--- src/hw/rtl/tkfc_pkg.sv ---
// Shared types, constants and helper functions of the touch keypad LED flood controller.
`default_nettype none

package tkfc_pkg;

    localparam int MAP_W         = 12;
    localparam int KEY_W         = 4;
    localparam int TICK_W        = 16;
    localparam int CFG_IDX_W     = 2;
    localparam int LED_COUNT_DEF = 12;

    localparam logic [TICK_W-1:0] CONFIRM_RST = 16'd500;
    localparam logic [TICK_W-1:0] FLOOD_RST   = 16'd500;
    localparam logic [TICK_W-1:0] POWER_RST   = 16'd1;

    typedef enum logic [1:0] {
        KIND_SAMPLE = 2'd0,
        KIND_TICK   = 2'd1,
        KIND_BUTTON = 2'd2,
        KIND_NONE   = 2'd3
    } t_kind;

    typedef enum logic [CFG_IDX_W-1:0] {
        REG_CONFIRM = 2'd0,
        REG_FLOOD   = 2'd1,
        REG_POWER   = 2'd2
    } t_reg_idx;

    typedef struct packed {
        t_kind            kind;
        logic [MAP_W-1:0] touch_map;
        logic             button_down;
    } t_item;

    typedef struct packed {
        logic [MAP_W-1:0] led_level;
        logic             power_ind;
        logic [KEY_W-1:0] pressed_key;
        logic             all_lit;
    } t_result;

    typedef struct packed {
        logic [TICK_W-1:0] confirm_ticks;
        logic [TICK_W-1:0] flood_ticks;
        logic [TICK_W-1:0] power_ticks;
    } t_cfg;

    function automatic logic [TICK_W-1:0] load_value(input logic [TICK_W-1:0] v);
        return (v == '0) ? TICK_W'(1) : v;
    endfunction

    function automatic logic [KEY_W-1:0] lowest_key(input logic [MAP_W-1:0] m);
        logic [KEY_W-1:0] k;
        k = '0;
        for (int i = MAP_W - 1; i >= 0; i--) begin
            if (m[i]) begin
                k = KEY_W'(i + 1);
            end
        end
        return k;
    endfunction

endpackage

`default_nettype wire

--- src/hw/rtl/tkfc_in_if.sv ---
// Input word channel: valid, ready and the sensor event payload.
`default_nettype none

interface tkfc_in_if;
    logic                       valid;
    logic                       ready;
    logic [1:0]                 kind;
    logic [tkfc_pkg::MAP_W-1:0] touch_map;
    logic                       button_down;

    modport source (output valid, output kind, output touch_map, output button_down,
                    input ready);
    modport sink   (input valid, input kind, input touch_map, input button_down,
                    output ready);
endinterface

`default_nettype wire

--- src/hw/rtl/tkfc_out_if.sv ---
// Output word channel: valid, ready and the LED status payload.
`default_nettype none

interface tkfc_out_if;
    logic                       valid;
    logic                       ready;
    logic [tkfc_pkg::MAP_W-1:0] led_level;
    logic                       power_ind;
    logic [tkfc_pkg::KEY_W-1:0] pressed_key;
    logic                       all_lit;

    modport source (output valid, output led_level, output power_ind, output pressed_key,
                    output all_lit, input ready);
    modport sink   (input valid, input led_level, input power_ind, input pressed_key,
                    input all_lit, output ready);
endinterface

`default_nettype wire

--- src/hw/rtl/tkfc_cfg.sv ---
// Configuration register file for the confirm and power debounce and the flood step tick counts.
`default_nettype none

module tkfc_cfg (
    input  logic                           i_clk,
    input  logic                           i_rst_n,
    input  logic                           i_we,
    input  logic [tkfc_pkg::CFG_IDX_W-1:0] i_idx,
    input  logic [tkfc_pkg::TICK_W-1:0]    i_data,
    output tkfc_pkg::t_cfg                 o_cfg
);

    tkfc_pkg::t_cfg r_cfg;
    tkfc_pkg::t_cfg n_cfg;

    always_comb begin
        n_cfg = r_cfg;
        if (i_we) begin
            unique case (tkfc_pkg::t_reg_idx'(i_idx))
                tkfc_pkg::REG_CONFIRM: n_cfg.confirm_ticks = i_data;
                tkfc_pkg::REG_FLOOD:   n_cfg.flood_ticks   = i_data;
                tkfc_pkg::REG_POWER:   n_cfg.power_ticks   = i_data;
                default: begin
                end
            endcase
        end
    end

    always_ff @(posedge i_clk) begin
        if (!i_rst_n) begin
            r_cfg.confirm_ticks <= tkfc_pkg::CONFIRM_RST;
            r_cfg.flood_ticks   <= tkfc_pkg::FLOOD_RST;
            r_cfg.power_ticks   <= tkfc_pkg::POWER_RST;
        end else begin
            r_cfg <= n_cfg;
        end
    end

    assign o_cfg = r_cfg;

endmodule

`default_nettype wire

--- src/hw/rtl/tkfc_core.sv ---
// Controller state and its combinational update for one event word.
`default_nettype none

module tkfc_core #(
    parameter int LED_COUNT = tkfc_pkg::LED_COUNT_DEF
) (
    input  logic              i_clk,
    input  logic              i_rst_n,
    input  logic              i_step,
    input  tkfc_pkg::t_item   i_item,
    input  tkfc_pkg::t_cfg    i_cfg,
    output tkfc_pkg::t_result o_result
);

    localparam int EXT_W = (LED_COUNT > tkfc_pkg::MAP_W) ? LED_COUNT : tkfc_pkg::MAP_W;
    localparam logic [LED_COUNT-1:0] LED_MASK = '1;

    logic [tkfc_pkg::MAP_W-1:0]  r_stored_map, n_stored_map;
    logic [LED_COUNT-1:0]        r_led,        n_led;
    logic [LED_COUNT-1:0]        r_pins,       n_pins;
    logic                        r_all_on,     n_all_on;
    logic                        r_power,      n_power;
    logic [tkfc_pkg::KEY_W-1:0]  r_key,        n_key;
    logic [tkfc_pkg::TICK_W-1:0] r_confirm,    n_confirm;
    logic [tkfc_pkg::TICK_W-1:0] r_flood,      n_flood;
    logic [tkfc_pkg::TICK_W-1:0] r_power_cnt,  n_power_cnt;

    logic                 c_fire;
    logic                 f_fire;
    logic                 p_fire;
    logic [LED_COUNT-1:0] grown;
    logic [LED_COUNT-1:0] lit;
    logic [EXT_W-1:0]     map_ext;
    logic [EXT_W-1:0]     pins_ext;

    assign c_fire  = (r_confirm   == tkfc_pkg::TICK_W'(1));
    assign f_fire  = (r_flood     == tkfc_pkg::TICK_W'(1));
    assign p_fire  = (r_power_cnt == tkfc_pkg::TICK_W'(1));
    assign grown   = r_led | (r_led << 1) | (r_led >> 1);
    assign map_ext = EXT_W'(r_stored_map);
    assign lit     = map_ext[LED_COUNT-1:0];

    always_comb begin
        n_stored_map = r_stored_map;
        n_led        = r_led;
        n_pins       = r_pins;
        n_all_on     = r_all_on;
        n_power      = r_power;
        n_key        = r_key;
        n_confirm    = r_confirm;
        n_flood      = r_flood;
        n_power_cnt  = r_power_cnt;
        if (i_step) begin
            unique case (i_item.kind)
                tkfc_pkg::KIND_SAMPLE: begin
                    if (i_item.touch_map > r_stored_map) begin
                        n_key     = tkfc_pkg::lowest_key(i_item.touch_map);
                        n_confirm = tkfc_pkg::load_value(i_cfg.confirm_ticks);
                    end else if (i_item.touch_map < r_stored_map) begin
                        if (r_power) begin
                            n_pins = '0;
                        end
                        n_led     = '0;
                        n_confirm = '0;
                        n_flood   = '0;
                        n_all_on  = 1'b0;
                    end
                    n_stored_map = i_item.touch_map;
                end
                tkfc_pkg::KIND_TICK: begin
                    if (r_confirm != '0) begin
                        n_confirm = r_confirm - tkfc_pkg::TICK_W'(1);
                    end
                    if (r_flood != '0) begin
                        n_flood = r_flood - tkfc_pkg::TICK_W'(1);
                    end
                    if (r_power_cnt != '0) begin
                        n_power_cnt = r_power_cnt - tkfc_pkg::TICK_W'(1);
                    end
                    if (f_fire) begin
                        if (!r_all_on) begin
                            if (r_led == LED_MASK) begin
                                n_all_on = 1'b1;
                            end
                            if (r_power) begin
                                n_pins = r_pins | (grown & ~r_led);
                            end
                            n_led = grown;
                        end else if (r_led[0]) begin
                            if (r_power) begin
                                n_pins = '0;
                            end
                            n_led = '0;
                        end else begin
                            if (r_power) begin
                                n_pins = LED_MASK;
                            end
                            n_led = LED_MASK;
                        end
                        n_flood = tkfc_pkg::load_value(i_cfg.flood_ticks);
                    end
                    if (c_fire && (i_item.touch_map == r_stored_map)) begin
                        if (r_power) begin
                            n_pins = n_pins | lit;
                        end
                        n_led   = n_led | lit;
                        n_flood = tkfc_pkg::load_value(i_cfg.flood_ticks);
                    end
                    if (p_fire && i_item.button_down) begin
                        n_power = !r_power;
                    end
                end
                tkfc_pkg::KIND_BUTTON: begin
                    if (i_item.button_down) begin
                        n_power_cnt = tkfc_pkg::load_value(i_cfg.power_ticks);
                    end
                end
                tkfc_pkg::KIND_NONE: begin
                end
            endcase
        end
    end

    always_ff @(posedge i_clk) begin
        if (!i_rst_n) begin
            r_stored_map <= '0;
            r_led        <= '0;
            r_pins       <= '0;
            r_all_on     <= 1'b0;
            r_power      <= 1'b1;
            r_key        <= '0;
            r_confirm    <= '0;
            r_flood      <= '0;
            r_power_cnt  <= '0;
        end else begin
            r_stored_map <= n_stored_map;
            r_led        <= n_led;
            r_pins       <= n_pins;
            r_all_on     <= n_all_on;
            r_power      <= n_power;
            r_key        <= n_key;
            r_confirm    <= n_confirm;
            r_flood      <= n_flood;
            r_power_cnt  <= n_power_cnt;
        end
    end

    assign pins_ext             = EXT_W'(n_pins);
    assign o_result.led_level   = pins_ext[tkfc_pkg::MAP_W-1:0];
    assign o_result.power_ind   = n_power;
    assign o_result.pressed_key = n_key;
    assign o_result.all_lit     = n_all_on;

endmodule

`default_nettype wire

--- src/hw/rtl/touch_keypad_led_flood_controller_unit.sv ---
// Top level of the touch keypad LED flood controller: input stage, state update, output stage.
//
//   channel   dir   handshake          payload
//   i_word    in    valid / ready      kind, touch_map, button_down
//   o_word    out   valid / ready      led_level, power_ind, pressed_key, all_lit
//   i_cfg_*   in    write enable only  i_cfg_idx, i_cfg_data
//
// One word per cycle unless the output stalls; each word is registered in both stages.
// The state update is a single pass over the registered input word.
// Synchronous reset clears both stages and loads the register defaults.
// A stalled output holds its word while one more input word waits in the input stage.
`default_nettype none

module touch_keypad_led_flood_controller_unit #(
    parameter int LED_COUNT = tkfc_pkg::LED_COUNT_DEF
) (
    input  logic                           i_clk,
    input  logic                           i_rst_n,
    tkfc_in_if.sink                        i_word,
    tkfc_out_if.source                     o_word,
    input  logic                           i_cfg_we,
    input  logic [tkfc_pkg::CFG_IDX_W-1:0] i_cfg_idx,
    input  logic [tkfc_pkg::TICK_W-1:0]    i_cfg_data
);

    logic              r_in_valid;
    tkfc_pkg::t_item   r_in;
    logic              r_out_valid;
    tkfc_pkg::t_result r_out;

    logic              advance;
    tkfc_pkg::t_cfg    cfg;
    tkfc_pkg::t_result result;

    assign advance      = r_in_valid && (!r_out_valid || o_word.ready);
    assign i_word.ready = !r_in_valid || advance;

    tkfc_cfg u_cfg (
        .i_clk  (i_clk),
        .i_rst_n(i_rst_n),
        .i_we   (i_cfg_we),
        .i_idx  (i_cfg_idx),
        .i_data (i_cfg_data),
        .o_cfg  (cfg)
    );

    tkfc_core #(
        .LED_COUNT(LED_COUNT)
    ) u_core (
        .i_clk   (i_clk),
        .i_rst_n (i_rst_n),
        .i_step  (advance),
        .i_item  (r_in),
        .i_cfg   (cfg),
        .o_result(result)
    );

    always_ff @(posedge i_clk) begin
        if (!i_rst_n) begin
            r_in_valid <= 1'b0;
        end else if (i_word.ready) begin
            r_in_valid <= i_word.valid;
        end
    end

    always_ff @(posedge i_clk) begin
        if (i_word.valid && i_word.ready) begin
            r_in.kind        <= tkfc_pkg::t_kind'(i_word.kind);
            r_in.touch_map   <= i_word.touch_map;
            r_in.button_down <= i_word.button_down;
        end
    end

    always_ff @(posedge i_clk) begin
        if (!i_rst_n) begin
            r_out_valid <= 1'b0;
        end else if (advance) begin
            r_out_valid <= 1'b1;
        end else if (o_word.ready) begin
            r_out_valid <= 1'b0;
        end
    end

    always_ff @(posedge i_clk) begin
        if (advance) begin
            r_out <= result;
        end
    end

    assign o_word.valid       = r_out_valid;
    assign o_word.led_level   = r_out.led_level;
    assign o_word.power_ind   = r_out.power_ind;
    assign o_word.pressed_key = r_out.pressed_key;
    assign o_word.all_lit     = r_out.all_lit;

endmodule

`default_nettype wire

--- src/flat_wrapper.sv ---
// flat-port wrapper written by rule: the top's interface ports become plain ports
module touch_keypad_led_flood_controller_unit_flat 
#(
    parameter int LED_COUNT = tkfc_pkg::LED_COUNT_DEF
)
  (i_clk, i_rst_n, i_cfg_we, i_cfg_idx, i_cfg_data, i_word_valid, i_word_kind, i_word_touch_map, i_word_button_down, i_word_ready, o_word_valid, o_word_led_level, o_word_power_ind, o_word_pressed_key, o_word_all_lit, o_word_ready);
  tkfc_in_if i_word_i ();
  tkfc_out_if o_word_i ();
  input  logic i_clk;
  input  logic i_rst_n;
  input  logic i_cfg_we;
  input  logic [tkfc_pkg::CFG_IDX_W-1:0] i_cfg_idx;
  input  logic [tkfc_pkg::TICK_W-1:0] i_cfg_data;
  input wire logic [$bits(i_word_i.valid)-1:0] i_word_valid;
  input wire logic [$bits(i_word_i.kind)-1:0] i_word_kind;
  input wire logic [$bits(i_word_i.touch_map)-1:0] i_word_touch_map;
  input wire logic [$bits(i_word_i.button_down)-1:0] i_word_button_down;
  output wire logic [$bits(i_word_i.ready)-1:0] i_word_ready;
  output wire logic [$bits(o_word_i.valid)-1:0] o_word_valid;
  output wire logic [$bits(o_word_i.led_level)-1:0] o_word_led_level;
  output wire logic [$bits(o_word_i.power_ind)-1:0] o_word_power_ind;
  output wire logic [$bits(o_word_i.pressed_key)-1:0] o_word_pressed_key;
  output wire logic [$bits(o_word_i.all_lit)-1:0] o_word_all_lit;
  input wire logic [$bits(o_word_i.ready)-1:0] o_word_ready;
  assign i_word_i.valid = i_word_valid;
  assign i_word_i.kind = i_word_kind;
  assign i_word_i.touch_map = i_word_touch_map;
  assign i_word_i.button_down = i_word_button_down;
  assign i_word_ready = i_word_i.ready;
  assign o_word_valid = o_word_i.valid;
  assign o_word_led_level = o_word_i.led_level;
  assign o_word_power_ind = o_word_i.power_ind;
  assign o_word_pressed_key = o_word_i.pressed_key;
  assign o_word_all_lit = o_word_i.all_lit;
  assign o_word_i.ready = o_word_ready;
  touch_keypad_led_flood_controller_unit #(.LED_COUNT(LED_COUNT)) u_core (.i_clk(i_clk), .i_rst_n(i_rst_n), .i_word(i_word_i), .o_word(o_word_i), .i_cfg_we(i_cfg_we), .i_cfg_idx(i_cfg_idx), .i_cfg_data(i_cfg_data));
endmodule
--- config.mk ---
export PLATFORM = sky130hd
export DESIGN_NAME = touch_keypad_led_flood_controller_unit_flat
export DESIGN_NICKNAME = d
export VERILOG_FILES = /design/src/hw/rtl/tkfc_pkg.sv /design/src/hw/rtl/tkfc_in_if.sv /design/src/hw/rtl/tkfc_out_if.sv /design/src/hw/rtl/tkfc_cfg.sv /design/src/hw/rtl/tkfc_core.sv /design/src/hw/rtl/touch_keypad_led_flood_controller_unit.sv /design/src/flat_wrapper.sv
export SDC_FILE = /design/constraint.sdc
export NUM_CORES = 1
export LEC_CHECK = 0
export CORE_ASPECT_RATIO = 0.5
export CORE_MARGIN = 5
export CORE_UTILIZATION = 30
export CTS_CLUSTER_SIZE = 40
export DETAILED_ROUTE_END_ITERATION = 10
export DONT_BUFFER_PORTS = 1
export GPL_TIMING_DRIVEN = 0
export PLACE_DENSITY = 0.46
export SYNTH_ARGS = -nofsm -noshare
export SYNTH_HDL_FRONTEND = slang
export SYNTH_HIERARCHICAL = 1
export SYNTH_SLANG_ARGS = --single-unit
--- constraint.sdc ---
create_clock -name i_clk -period 3.7 [get_ports i_clk]
set_input_delay 0.74 -clock i_clk [delete_from_list [all_inputs] [get_ports i_clk]]
set_output_delay 0.74 -clock i_clk [all_outputs]
set_load 0.01 [all_outputs]
==> flow_metrics.py <==
metrics = {
    "critical_path": {
        "cp.arrival_ps": 3590,
        "crit_fanout": 24,
        "required_ps": 4040,
        "critPathCaptureType": "register",
        "start_kind": "register",
        "path_class": "reg -> reg",
    },
    "finish": {
        "final_common_cell": "nand2_1",
        "final_util_pct": 34.0,
        "final_nets": 1138,
        "fillers": 3170,
        "area_growth_pct": 11.8,
        "final_design_area_no_fill_um2": 10300,
        "seqCellArea_um2": 3790,
        "final_layout_size_suffix_gt1_share_pct": 8.87,
        "layout_common_cells": "nand2_1, dfxtp_1, a21oi_1, nor2_1, mux2i_1",
        "fin_cells": 1493,
        "multi_input_area_um2": 4870,
    },
    "placement": {
        "hpwl_mm": 22.8,
        "numPortBuffers": 0,
        "gp_congestion": 0.883,
        "place_area_um2": 9700,
        "dp_cells": 1460,
        "place_ws_ps": 133,
    },
    "grt": {
        "grt.total_usage_pct": 17.6,
        "grt-ovfl-total": 0,
        "grt_pass1_vias": 7829,
        "grt_first_pass_wirelength_mm": 47.0,
        "grt_max_degree": 25,
        "antenna_found_initial": 0,
    },
    "outcome": {
        "status": "complete, no violations",
    },
    "clocking": {
        "cts.hold.buffers_added": 0,
        "clk_pin_slew_ps": 70,
        "clk_latency_ps": 450,
        "cts_made_buffers": 17,
        "cts_root_buffer": "clkbuf_16",
        "clock_sinks": 173,
        "cts-htree-levels": 4,
        "clockBufferDepth": 2,
        "postCtsSetupBuffers": 0,
        "post_cts_resize_count": 0,
        "cts_tree": "yes",
    },
    "timing": {
        "drv_slew": 0,
        "setup_tns_ps": 0,
        "setup_viol": 0,
        "fmax_mhz": 307,
        "period_share_pct": 88.0,
        "period_minus_slack_ps": 3260,
        "worst_slew_pin_slew_ps": 1030,
        "finClkSkew_ps": 13.3,
        "rsz0062_at_grt": "no",
        "setup_slack_ps": 443,
        "hold_slack_ps": 390,
        "final_hold_viol_count": 0,
        "slew_headroom_pct": 31.1,
    },
    "worst_hold_path": {
        "hold_path_class": "in -> reg",
    },
    "floorplanning": {
        "dieHeight_um": 134,
        "die_w_um": 258,
        "coreArea_um2": 30300,
        "dieArea_um2": 34500,
        "ios": 58,
        "num_rows": 45,
        "start_util_pct": 30.4,
    },
    "routing": {
        "drtPass1Iterations": 6,
        "final_antenna_net_count": 0,
        "drc": 0,
        "vias": 8251,
        "drt_iter0_markers": 684,
        "routed_via_density": 5.53,
        "drt_wl_total_mm": 30.6,
        "detail_route.wl_per_cell_um": 20.5,
    },
    "yosys": {
        "syn-num-nets": 1119,
        "synthArstFlopShare_pct": 0,
        "netlist_area_um2": 9200,
        "synth-main-ff-cell": "dfxtp_1",
        "ys_types": 84,
        "synth_edf_count": 33,
        "synth.avg_cell_area_um2": 8.67,
        "synthCells": 1061,
        "yosysSeqAreaShare_pct": 41.2,
        "ys_ff_latch": 173,
        "synth_warnings": 6,
    },
    "pwr": {
        "netSwitchingFraction_pct": 28.4,
        "pwr-share-seq_pct": 46.1,
        "ir_drop_mv": 0.340,
        "power_mw": 4.46,
        "p_sw_mw": 1.27,
        "powerDensity_nw_per_um2": 434,
        "p_int_mw": 3.19,
        "pwr-share-clk_pct": 39.5,
        "p_leak_nw": 3.75,
        "pwr-share-comb_pct": 14.4,
    },
    "job": {
        "max-cap-violations": 0,
    },
}
==> state kept, by name (all words and copies together), names as in the netlist, 4 cells and up <==
signal,flops
u_core/u_core/lit,12
u_core/u_core/r_led,12
u_core/r_in,15
u_core/o_word.led_level,12
u_core/u_cfg/o_cfg,48
u_core/u_core/r_power_cnt,16
u_core/u_core/r_pins,12
u_core/u_core/r_key,4
u_core/u_core/r_flood,16
u_core/o_word.pressed_key,4
u_core/u_core/r_confirm,16
==> metal layers <==
| metal | vias to the layer above | GRT usage, % | routed length (µm) |
|---|---|---|---|
| met1 | 4006 | 24.8 | 14600 |
| met2 | 273 | 26.6 | 13400 |
| met4 | 0 | 5.69 | 596 |
| met3 | 39 | 4.16 | 2070 |
| met5 | - | 0 | 0 |
| li1 | 3933 | - | - |
==> synth_stat cells (3+ instances only) <==
cell	instances	area share, %
nor3b_1	5	0.41
o21ai_0	53	2.9
nor3_1	31	1.7
a211oi_1	10	0.82
o32ai_1	9	0.86
a41oi_1	3	0.29
a32o_1	13	1.4
ha_1	20	2.7
nand2b_1	8	0.54
or3_1	10	0.68
nand4_2	3	0.41
o21a_1	8	0.65
o31ai_1	15	1.2
dfxtp_1	140	30
buf_6	5	0.61
and2_1	8	0.54
nor2_1	66	2.7
a22oi_1	6	0.49
nor2b_1	27	1.8
nand4_1	15	1.0
o211ai_1	11	0.90
inv_1	37	1.5
buf_12	3	0.65
nor4_1	33	2.2
buf_2	12	0.65
a31o_2	5	0.48
a211o_1	5	0.48
or4_1	3	0.24
a31oi_1	10	0.68
a21boi_0	3	0.24
edfxtp_1	33	11
a21oi_1	78	4.2
xor2_1	7	0.67
and3_1	4	0.27
xnor2_1	5	0.48
clkbuf_1	44	1.8
or2_2	4	0.27
nand2_1	154	6.3
buf_4	4	0.33
o22ai_1	22	1.5
o21ai_1	4	0.22
mux2i_1	54	5.9
nand3_1	18	0.98
==> worst max-delay path, cell delays in order, from the launching register on <==
cell,delay [ps]
dfxtp_1,380
nor2b_4,170
nor2b_4,690
nor2b_1,340
o21ai_0,130
a21oi_1,190
clkbuf_1,370
clkbuf_1,410
o21ai_0,170
o221a_2,270
==> path summary, 6_finish.rpt <==
| check | start | endpoint | slack [ps] | cells past startpoint |
|---|---|---|---|---|
| hold / removal | i_word_touch_map[9] | u_core/r_in[10]$_DFFE_PP_ | 390 | 0 |
| setup reg to reg | u_core/o_word.valid$_SDFFE_PN0P_ | u_core/u_core/r_confirm[15]$_SDFFE_PN0P_ | 440 | 9 |
| hold reg to reg | u_core/u_core/r_key[3]$_SDFF_PN0_ | u_core/u_core/r_key[3]$_SDFF_PN0_ | 460 | 2 |
| setup / recovery | u_core/o_word.valid$_SDFFE_PN0P_ | u_core/u_core/r_confirm[15]$_SDFFE_PN0P_ | 440 | 9 |
==> cell type report <==
cell class              instances  share of cell area [%]
plain buffers                  71                    3.83
well taps                     399                    4.85
flip-flops and latches        173                    36.9
clock inverters                 8                   0.535
diodes                          1                  0.0243
inverters                      39                    1.42
multi-input cells             778                    47.4
clock buffers                  24                    5.07
==> cells by family (layout without fill, tap and decap cells) <==
family	after synthesis	in the layout	synth area share, %
XOR/XNOR	12	12	1.14
other	0	1	0
flip-flops	173	173	41.2
AND/OR/NAND/NOR	411	411	22.9
AO/OA/AOI/OAI	280	280	20.1
multiplexers	55	55	6.00
adder cells (fa/ha/maj)	20	20	2.72
buffers and inverters	110	142	5.88
==> power groups by stage <==
| stage | Combinational (mW) | Sequential (mW) | Clock [mW] |
|---|---|---|---|
| after floorplan | 0.472 | 2.07 | 0 |
| after global placement | 0.627 | 2.10 | 0 |
| after detailed placement | 0.631 | 2.10 | 0 |
| after CTS | 0.635 | 2.06 | 1.81 |
| after global routing | 0.706 | 2.06 | 1.90 |
| final | 0.640 | 2.06 | 1.76 |
No activity file was read; power rests on OpenSTA's default activity.
